$ cat src/rtl/core/hrhp_pkg.sv
// Types and constants for the HTTP request head parser.
// Parse phases, byte class and status codes, method match text.
// No dependencies.
package hrhp_pkg;

  typedef enum logic [2:0] {
    PH_METHOD,
    PH_TARGET,
    PH_VERSION,
    PH_FIRST_CR,
    PH_SKIP,
    PH_NAME,
    PH_VALUE,
    PH_BODY
  } phase_t;

  typedef logic [2:0] class_t;
  typedef logic [1:0] status_t;
  typedef logic [1:0] method_t;

  localparam class_t CLS_METHOD = 3'd0;
  localparam class_t CLS_TARGET = 3'd1;
  localparam class_t CLS_VERSION = 3'd2;
  localparam class_t CLS_DELIM = 3'd3;
  localparam class_t CLS_NAME = 3'd4;
  localparam class_t CLS_VALUE = 3'd5;
  localparam class_t CLS_BODY = 3'd6;
  localparam class_t CLS_ERROR = 3'd7;

  localparam status_t ST_OK = 2'd0;
  localparam status_t ST_NOT_IMPL = 2'd1;
  localparam status_t ST_BAD_REQ = 2'd2;
  localparam status_t ST_BAD_VER = 2'd3;

  localparam method_t METH_NONE = 2'd0;

  localparam logic [7:0] CH_LF = 8'h0A;
  localparam logic [7:0] CH_CR = 8'h0D;
  localparam logic [7:0] CH_SP = 8'h20;
  localparam logic [7:0] CH_COLON = 8'h3A;

  localparam logic [63:0] VERSION_RESET = 64'h485454502F312E31;

  localparam int NUM_METH = 3;

  // "GET ", "POST ", "DELETE "
  localparam logic [7:0] METH_TEXT [NUM_METH][8] = '{
    '{8'h47, 8'h45, 8'h54, 8'h20, 8'h00, 8'h00, 8'h00, 8'h00},
    '{8'h50, 8'h4F, 8'h53, 8'h54, 8'h20, 8'h00, 8'h00, 8'h00},
    '{8'h44, 8'h45, 8'h4C, 8'h45, 8'h54, 8'h45, 8'h20, 8'h00}
  };
  localparam logic [2:0] METH_LEN [NUM_METH] = '{3'd4, 3'd5, 3'd7};

endpackage

$ cat src/rtl/core/http_request_head_parser.sv
// Top level of the HTTP request head parser: byte classifier and checker.
// Depends on hrhp_pkg.
//
// Takes one request byte per cycle and returns one registered result per
// byte, in the cycle after the byte is accepted. The state update and the
// result are computed in a single pass, so a new byte is taken every cycle
// as long as the output register is empty or its result is being taken in
// the same cycle; cfg writes load the expected version text and are always
// taken. The first error latches until the beat flagged end_of_request,
// after which the parser starts over on a new request.
module http_request_head_parser (
  input  logic                    clk,
  input  logic                    rst,
  input  logic                    cfg_valid,
  output logic                    cfg_ready,
  input  logic [63:0]             cfg_data,
  input  logic                    in_valid,
  output logic                    in_ready,
  input  logic [7:0]              data_byte,
  input  logic                    end_of_request,
  output logic                    out_valid,
  input  logic                    out_ready,
  output hrhp_pkg::class_t        byte_class,
  output hrhp_pkg::method_t       method_seen,
  output logic                    done_res,
  output hrhp_pkg::status_t       status
);
  import hrhp_pkg::*;

  logic [63:0]  version_text;
  phase_t       phase, phase_next;
  logic [2:0]   match_pos, match_pos_next;
  logic [2:0]   cand, cand_next;
  method_t      chosen, chosen_next;
  status_t      err, err_next;
  logic         prev_colon, prev_colon_next;
  logic         prev_space, prev_space_next;
  logic         prev_cr, prev_cr_next;
  logic         name_nonempty, name_nonempty_next;
  logic         line_empty, line_empty_next;
  class_t       cls_next;
  logic         accept;

  assign cfg_ready = 1'b1;
  assign in_ready  = !out_valid || out_ready;
  assign accept    = in_valid && in_ready;

  always_comb begin
    logic [2:0] keep;
    logic       lf_close;
    logic       do_close;
    logic       open;
    status_t    err_h;
    class_t     cls_h;
    logic [5:0] vbase;
    logic [7:0] want;

    phase_next         = phase;
    match_pos_next     = match_pos;
    cand_next          = cand;
    chosen_next        = chosen;
    err_next           = err;
    prev_colon_next    = prev_colon;
    prev_space_next    = prev_space;
    prev_cr_next       = prev_cr;
    name_nonempty_next = name_nonempty;
    line_empty_next    = line_empty;
    keep               = '0;
    lf_close           = 1'b0;
    cls_h              = CLS_DELIM;
    vbase              = {~match_pos, 3'b000};
    want               = version_text[vbase +: 8];

    if (err == ST_OK) begin
      if (data_byte == CH_LF && phase != PH_BODY) begin
        lf_close = 1'b1;
        cls_h    = CLS_DELIM;
      end else begin
        unique case (phase)
          PH_METHOD: begin
            for (int i = 0; i < NUM_METH; i++) begin
              keep[i] = cand[i] && (match_pos < METH_LEN[i]) &&
                        (METH_TEXT[i][match_pos] == data_byte);
            end
            cand_next      = keep;
            cls_h          = CLS_METHOD;
            match_pos_next = match_pos + 3'd1;
            if (keep == 3'b000) begin
              err_next = ST_NOT_IMPL;
            end else begin
              for (int i = NUM_METH - 1; i >= 0; i--) begin
                if (keep[i] && ({1'b0, METH_LEN[i]} == {1'b0, match_pos} + 4'd1)) begin
                  chosen_next    = method_t'(i + 1);
                  phase_next     = PH_TARGET;
                  match_pos_next = '0;
                  cls_h          = CLS_DELIM;
                end
              end
            end
          end
          PH_TARGET: begin
            if (data_byte == CH_SP) begin
              phase_next     = PH_VERSION;
              match_pos_next = '0;
              cls_h          = CLS_DELIM;
            end else begin
              cls_h = CLS_TARGET;
            end
          end
          PH_VERSION: begin
            cls_h = CLS_VERSION;
            if (want != data_byte) begin
              err_next = ST_BAD_VER;
            end else if (match_pos == 3'd7) begin
              phase_next     = PH_FIRST_CR;
              match_pos_next = '0;
            end else begin
              match_pos_next = match_pos + 3'd1;
            end
          end
          PH_FIRST_CR: begin
            cls_h = CLS_DELIM;
            if (data_byte == CH_CR) begin
              phase_next = PH_SKIP;
            end else begin
              err_next = ST_BAD_REQ;
            end
          end
          PH_SKIP: begin
            cls_h = CLS_DELIM;
          end
          PH_NAME: begin
            line_empty_next = line_empty && (data_byte == CH_CR) && !prev_cr;
            if (prev_colon && data_byte == CH_SP) begin
              prev_colon_next = 1'b0;
              prev_cr_next    = 1'b0;
              cls_h           = CLS_DELIM;
              if (!name_nonempty || prev_space) begin
                err_next = ST_BAD_REQ;
              end else begin
                phase_next = PH_VALUE;
              end
            end else if (data_byte == CH_COLON) begin
              if (prev_colon) begin
                name_nonempty_next = 1'b1;
                prev_space_next    = 1'b0;
              end
              prev_colon_next = 1'b1;
              prev_cr_next    = 1'b0;
              cls_h           = CLS_NAME;
            end else begin
              prev_colon_next    = 1'b0;
              name_nonempty_next = 1'b1;
              prev_space_next    = (data_byte == CH_SP);
              prev_cr_next       = (data_byte == CH_CR);
              cls_h              = (data_byte == CH_CR) ? CLS_DELIM : CLS_NAME;
            end
          end
          PH_VALUE: begin
            prev_cr_next = (data_byte == CH_CR);
            cls_h        = (data_byte == CH_CR) ? CLS_DELIM : CLS_VALUE;
          end
          PH_BODY: begin
            cls_h = CLS_BODY;
          end
          default: begin
            cls_h = CLS_BODY;
          end
        endcase
      end
    end

    err_h = err_next;

    unique case (phase_next)
      PH_BODY: open = 1'b0;
      PH_NAME: open = !line_empty_next || prev_cr_next;
      default: open = 1'b1;
    endcase

    do_close = (err == ST_OK) &&
               (lf_close || (end_of_request && err_h == ST_OK && open));

    if (do_close) begin
      unique case (phase_next)
        PH_METHOD:   err_next = ST_NOT_IMPL;
        PH_TARGET:   err_next = ST_BAD_REQ;
        PH_VERSION:  err_next = ST_BAD_VER;
        PH_FIRST_CR: err_next = ST_BAD_REQ;
        PH_SKIP: begin
          phase_next         = PH_NAME;
          line_empty_next    = 1'b1;
          prev_cr_next       = 1'b0;
          prev_colon_next    = 1'b0;
          prev_space_next    = 1'b0;
          name_nonempty_next = 1'b0;
        end
        PH_NAME: begin
          if (line_empty_next && prev_cr_next) begin
            phase_next = PH_BODY;
          end else begin
            err_next = ST_BAD_REQ;
          end
        end
        PH_VALUE: begin
          if (prev_cr_next) begin
            phase_next         = PH_NAME;
            line_empty_next    = 1'b1;
            prev_cr_next       = 1'b0;
            prev_colon_next    = 1'b0;
            prev_space_next    = 1'b0;
            name_nonempty_next = 1'b0;
          end else begin
            err_next = ST_BAD_REQ;
          end
        end
        default: ;
      endcase
    end

    if (err != ST_OK || err_h != ST_OK || (lf_close && err_next != ST_OK)) begin
      cls_next = CLS_ERROR;
    end else begin
      cls_next = cls_h;
    end
  end

  always_ff @(posedge clk) begin
    if (rst) begin
      version_text <= VERSION_RESET;
    end else if (cfg_valid && cfg_ready) begin
      version_text <= cfg_data;
    end
  end

  always_ff @(posedge clk) begin
    if (rst) begin
      phase         <= PH_METHOD;
      match_pos     <= '0;
      cand          <= 3'b111;
      chosen        <= METH_NONE;
      err           <= ST_OK;
      prev_colon    <= 1'b0;
      prev_space    <= 1'b0;
      prev_cr       <= 1'b0;
      name_nonempty <= 1'b0;
      line_empty    <= 1'b1;
    end else if (accept) begin
      if (end_of_request) begin
        phase         <= PH_METHOD;
        match_pos     <= '0;
        cand          <= 3'b111;
        chosen        <= METH_NONE;
        err           <= ST_OK;
        prev_colon    <= 1'b0;
        prev_space    <= 1'b0;
        prev_cr       <= 1'b0;
        name_nonempty <= 1'b0;
        line_empty    <= 1'b1;
      end else begin
        phase         <= phase_next;
        match_pos     <= match_pos_next;
        cand          <= cand_next;
        chosen        <= chosen_next;
        err           <= err_next;
        prev_colon    <= prev_colon_next;
        prev_space    <= prev_space_next;
        prev_cr       <= prev_cr_next;
        name_nonempty <= name_nonempty_next;
        line_empty    <= line_empty_next;
      end
    end
  end

  always_ff @(posedge clk) begin
    if (rst) begin
      out_valid <= 1'b0;
    end else if (accept) begin
      out_valid <= 1'b1;
    end else if (out_ready) begin
      out_valid <= 1'b0;
    end
  end

  always_ff @(posedge clk) begin
    if (accept) begin
      byte_class  <= cls_next;
      method_seen <= chosen_next;
      done_res    <= end_of_request;
      status      <= err_next;
    end
  end

endmodule

$ cat config.mk
export PLATFORM = sky130hd
export DESIGN_NAME = http_request_head_parser
export DESIGN_NICKNAME = d
export VERILOG_FILES = /design/src/rtl/core/hrhp_pkg.sv /design/src/rtl/core/http_request_head_parser.sv
export SDC_FILE = /design/constraint.sdc
export NUM_CORES = 1
export LEC_CHECK = 0
export ABC_CLOCK_PERIOD_IN_PS = 6200
export BUFFER_PORTS_ARGS = -buffer_cell sky130_fd_sc_hd__buf_2
export CAP_MARGIN = 20
export CORE_MARGIN = 5
export CORE_UTILIZATION = 30
export DETAILED_ROUTE_END_ITERATION = 8
export MAX_ROUTING_LAYER = met4
export PLACE_DENSITY_LB_ADDON = 0.2
export REMOVE_ABC_BUFFERS = 1
export SLEW_MARGIN = 5
export SYNTH_ARGS = -nofsm -noshare
export SYNTH_HDL_FRONTEND = slang
export SYNTH_SLANG_ARGS = --single-unit
$ cat constraint.sdc
create_clock -name clk -period 6.2 [get_ports clk]
set_input_delay 0.93 -clock clk [delete_from_list [all_inputs] [get_ports clk]]
set_output_delay 0.93 -clock clk [all_outputs]
set_load 0.05 [all_outputs]
==> results of run 1 <==
worst min-delay path: cells and delay by family (launching register included):
| kind | cells | cell delay (ns) |
|---|---|---|
| DFF | 1 | 0.32 |
| muxes | 1 | 0.06 |
| and+or+nand+nor | 1 | 0.06 |
through the flow:
step	instances	power, mW
CTS	870	1.43
global route	870	1.47
floorplan	538	0.758
detailed placement	854	0.841
global placement	854	0.838
finish	870	1.40
Yosys cell counts, types with 3 or more instances:
library cell	n
dfxtp_1	83
mux2i_1	80
nor2_1	68
nand2_1	53
clkbuf_1	20
nand3_1	17
a21oi_1	16
inv_1	13
o21ai_0	13
xor2_1	10
a31oi_1	9
ha_1	9
mux4_2	9
edfxtp_1	8
a22oi_1	7
nand2b_1	7
nor2b_1	7
nor3_1	7
buf_1	6
buf_2	6
buf_6	6
nand4_1	6
o22ai_1	6
mux2_2	5
o21a_1	5
a21o_1	4
and2_1	4
and3_1	4
buf_4	4
nor4_1	4
o2111ai_1	4
o21ai_1	4
or2_2	4
or3_1	4
xnor2_1	4
a41oi_1	3
clkinv_1	3
nor4_4	3
o21ai_2	3
report_power, final:
part / switching, mW / internal [mW]
Sequential: 0.0153 / 0.621
Combinational: 0.106 / 0.0817
Clock: 0.257 / 0.323
cell type report:
class,instances,area share [%]
Clock buffer,9,3.66
Tap cell,225,4.57
Clock inverter,7,1.42
Timing Repair Buffer,91,7.60
Inverter,16,0.975
Sequential cell,91,30.9
Multi-Input combinational cell,431,50.9
state kept, by name, indices dropped and copies added (netlist names):
| signal | count |
|---|---|
| prev_space | 1 |
| status | 2 |
| err | 2 |
| byte_class | 3 |
| name_nonempty | 1 |
| line_empty | 1 |
| phase | 3 |
| out_valid | 1 |
| version_text | 64 |
| method_seen | 2 |
| chosen | 2 |
| prev_colon | 1 |
| prev_cr | 1 |
| done_res | 1 |
| match_pos | 3 |
| cand | 3 |
worst min-delay path by stage:
stage                     cells after the start               end
final                                         2   version_text[0]
after global routing                          2  version_text[20]
after CTS                                     2   version_text[0]
after detailed placement                      2   version_text[0]
after global placement                        2  version_text[59]
after floorplan                               2   version_text[0]
cells by family (layout without fill, tap and decap cells):
family	after synthesis	in the layout	share of synthesized area, %
simple gates	206	206	19.7
compound gates	107	107	14.8
buf+inv	58	123	5.36
flops	91	91	35.7
fa+ha+maj	9	9	2.12
other cells	1	1	0.0705
xor+xnor	14	14	2.30
mux	94	94	19.9
routing by layer:
layer	vias to the layer above	global-route usage (%)	routed length, um
met5	-	-	0
li1	2217	-	-
met3	13	2.51	731
met1	2082	19.6	6850
met4	0	4.65	214
met2	147	24.0	6820
==> metrics.txt, run 1 <==
status completed; CTS tree built; initial DRC count 353; post-route cell area 6160 um^2; Yosys reg bits 91; final setup vio count 0; sequence of cells on the critical path clkinv_1 -> ha_1 -> o21a_1 -> o32ai_1 -> a31oi_1 -> nor3_1 -> nor4_4 -> nor2_2 -> a21oi_1 -> a221oi_1 -> o221ai_1; Least-Margin Pin Slew 1.05 ns; Clk Latency, worst-skew pair 0.35 ns; DP Wirelength 10800 um; Reg2Reg Depth 11; clk_skew 0.0107 ns; die area 20500 um^2; Worst path depth 11; Max VDD drop 0.000127 V; most common cell after layout, fill and taps aside buf_2; FF/Latch Area 1900 um^2; Period minus WS final 4.34 ns; Hold-fix buffers, CTS 0; hold path startpoint version_text[0]; Mapped Area 5320 um^2; n_diodes 0; Crit path required time 6.29 ns; syn avg cell area 9.17 um^2; Clock Pin Slew Worst Setup and Hold Paths 0.07 ns; reported leakage power 2.51 nW; dpl cell area 5840 um^2; Sink Count 91; WL final 14600 um; largest area contributor in the netlist dfxtp_1; 1st-pass router iterations 5; die width 143 um; Nets 727; Synth cell types 82; capture point of the worst path byte_class[2]; Area Overhead vs Synth 15.7%; I/O pin cnt 89; Mapped Cells 580; Max Clk Rate 230 MHz; PortBufs 87; crit end category flop; initial antenna violation count 0; grt ovf 0; number of global-route vias before repair 4513; Slowest cell on crit path dfxtp_1; share of layout cells above drive strength 1 22.0%; Die H 143 um; GP Congestion 0.908; register area share after synthesis 35.7%; row count 48; critical path class flop to flop; Hold Path Class flop to flop; Synth area leaders dfxtp_1 (31%), mux2i_1 (15%), nor2_1 (4.8%); Fillers 1789; CTS H-tree lvls 3; critical path's top delay family compound AO/OA/AOI/OAI gates; via count 4459; DRC Markers 0; Hold Slack 0.476 ns; Synth Flop Type dfxtp_1; Yosys top cell area share 31.2%; CTS resizes 0; Post-synth EDFFs 8; RR Startpoint match_pos[1]; Via density 5.13; setup TNS 0 ns; RSZ-0062 raised after global routing no; crit share post-route 70.1%; largest net degree at the start of global routing 65; Setup crit start kind flop; Worst Path Arrival 4.43 ns; post-CTS setup buffer count 0; Worst Setup SP match_pos[1]; Setup WS post-layout 1.86 ns; CP Max Fanout 20; first-pass GRT wire length 23900 um; Final Util 35.5%; clock root buffer clkbuf_16; Num CTS Buffers 9; max_slew headroom 30.0%; final slew viol count 0; Async SR Flop Fraction 0%; Initial Utilization 30.7%; worst slack at placement 1.87 ns; buffer and inverter count on the worst path 1; Multi-input gate area 3130 um^2; CP max stage delay 0.86 ns; P per Cell Area 228 nW/um^2; drt wl/cell 16.8 um; number of max-cap violations 0; Fin. Hold Viols 0; CTS max path bufs 2; R2R Setup Slk 1.86 ns; Final ANT Viol Nets 0; gr usage total 15.1%; Yosys Warn Count 0; CORE AREA 17400 um^2; commonest cells after routing, fill and taps aside buf_2 (86), dfxtp_1 (83), mux2i_1 (80); reg-to-reg endpoint byte_class[2]
Power figures use the tool's default switching activity.
==> run 2: changes to the inputs <==
--- a/config.mk
+++ b/config.mk
@@ -5,7 +5,7 @@
 export SDC_FILE = /design/constraint.sdc
 export NUM_CORES = 1
 export LEC_CHECK = 0
-export ABC_CLOCK_PERIOD_IN_PS = 6200
+export ABC_CLOCK_PERIOD_IN_PS = 3500
 export BUFFER_PORTS_ARGS = -buffer_cell sky130_fd_sc_hd__buf_2
 export CAP_MARGIN = 20
 export CORE_MARGIN = 5
==> constraint.sdc (replaced) <==
create_clock -name clk -period 3.5 [get_ports clk]
set_input_delay 0.525 -clock clk [delete_from_list [all_inputs] [get_ports clk]]
set_output_delay 0.525 -clock clk [all_outputs]
set_load 0.05 [all_outputs]
==> metrics.txt, run 2 (synthesis gave the netlist of run 1 again) <==
die area 20500 um^2 (unchanged); Initial Utilization 30.7% (unchanged); reported leakage power 2.65 nW (+5.6%); via count 4565 (+2.4%); Worst Path Arrival 3.34 ns (-1.09 ns); Least-Margin Pin Slew 1.05 ns (+0.00278 ns); gr usage total 15.8% (+0.73 points); Max VDD drop 0.000268 V (+110%); final slew viol count 0 (unchanged); CP max stage delay 0.50 ns (-0.36 ns); Hold Slack 0.391 ns (-0.0848 ns); RSZ-0062 raised after global routing no; final setup vio count 0 (unchanged); Crit path required time 3.68 ns (-2.61 ns); drt wl/cell 16.9 um (+0.54%); Nets 754 (+3.7%); critical path class flop to flop; Via density 5.08 (-0.93%); dpl cell area 6060 um^2 (+3.7%); initial antenna violation count 2 (+2); crit end category flop; Hold Path Class input port to flop; P per Cell Area 399 nW/um^2 (+75%); commonest cells after routing, fill and taps aside buf_2 (86), dfxtp_1 (83), mux2i_1 (80); CTS resizes 0 (unchanged); CTS H-tree lvls 3 (unchanged); Multi-input gate area 3130 um^2 (unchanged); status completed; Setup WS post-layout 0.336 ns (-1.52 ns); max reg flops 64 (unchanged); I/O pin cnt 89 (unchanged); post-route cell area 6390 um^2 (+3.7%); Hold-fix buffers, CTS 0 (unchanged); most common cell after layout, fill and taps aside buf_2; largest net degree at the start of global routing 65 (unchanged); Area Overhead vs Synth 20.1%; worst hold stages 3 (+1); WL final 15200 um (+3.9%); FF/Latch Area 1900 um^2 (unchanged); Worst path depth 11 (unchanged); max_slew headroom 29.8% (-0.19 points); PortBufs 87 (unchanged); clock root buffer clkbuf_16; DRC Markers 0 (unchanged); initial DRC count 342 (-3.1%); critical path's top delay family simple AND/OR/NAND/NOR gates; number of global-route vias before repair 4695 (+4.0%); row count 48 (unchanged); CP Max Fanout 6 (-70%); Period minus WS final 3.16 ns (-1.18 ns); CTS max path bufs 2 (unchanged); Slowest cell on crit path nor4_2; clk_skew 0.0145 ns (+0.00381 ns); most flop-heavy register version_text; Setup crit start kind flop; crit share post-route 90.4% (+20 points); Fillers 1817 (+1.6%); post-CTS setup buffer count 0 (unchanged); Fin. Hold Viols 0 (unchanged); CTS tree built; Max Clk Rate 316 MHz (+37%); Reg2Reg Depth 11 (unchanged); worst slack at placement 0.230 ns (-1.64 ns); CORE AREA 17400 um^2 (unchanged); 1st-pass router iterations 4 (-1); Final ANT Viol Nets 0 (unchanged); Die H 143 um (unchanged); first-pass GRT wire length 24800 um (+3.6%); buffer and inverter count on the worst path 1 (unchanged); sequence of cells on the critical path clkinv_1 -> ha_1 -> nor4_1 -> a41oi_1 -> o22a_1 -> nor4_2 -> nor4_4 -> or2_1 -> o2bb2ai_1 -> a221oi_1 -> o221ai_1; Clk Latency, worst-skew pair 0.35 ns (about the same); setup TNS 0 ns (unchanged); die width 143 um (unchanged); Final Util 36.8% (+1.3 points); DP Wirelength 11500 um (+6.7%); Sink Count 91 (unchanged); number of max-cap violations 0 (unchanged); Num CTS Buffers 9 (unchanged); grt ovf 0 (unchanged); GP Congestion 0.873 (-3.9%); share of layout cells above drive strength 1 25.0% (+3.0 points); Clock Pin Slew Worst Setup and Hold Paths 0.07 ns (about the same)
-- run 2: tightest hold or removal path, stage by stage --
cell and delay [ns]:
buf_2 0.07, mux2i_1 0.05, nand2_1 0.06
-- run 2: power breakdown --
part	leakage [nW]	internal [mW]	switching, mW	total, mW
registers	0.751	1.10	0.0270	1.13
logic	1.74	0.155	0.191	0.346
clock network	0.154	0.634	0.441	1.08
total	2.65	1.89	0.659	2.55
-- run 2: per-stage QoR --
step,power (mW),std cells
global route,2.67,899
detailed placement,1.50,881
CTS,2.58,897
global placement,1.50,881
floorplan,1.34,538
finish,2.55,899
-- run 2: path summary, 6_finish.rpt --
kind	startpoint	end	slack [ns]
worst min register to register	version_text[50]	version_text[50]	0.47
worst max-delay path	match_pos[0]	byte_class[2]	0.34
worst min-delay path	cfg_data[59]	version_text[59]	0.39
worst max register to register	match_pos[0]	byte_class[2]	0.34
-- run 2: layout make-up --
type | count | share of cell area (%)
clock inverters | 6 | 1.47
well taps | 225 | 4.41
inverters | 16 | 0.940
flip-flops and latches | 91 | 29.8
clock buffers | 10 | 3.58
repair buffers | 118 | 10.7
multi-input cells | 431 | 49.0
diodes | 2 | 0.0784
-- run 2: routing by layer --
layer  share of wire (%)  wire length (um)  GRT usage, %
met1                  46              7000          20.0
met2                  48              7220          25.3
met3                 5.2               791          4.12
met4                 1.1               172          3.60
met5                   0                 0             -
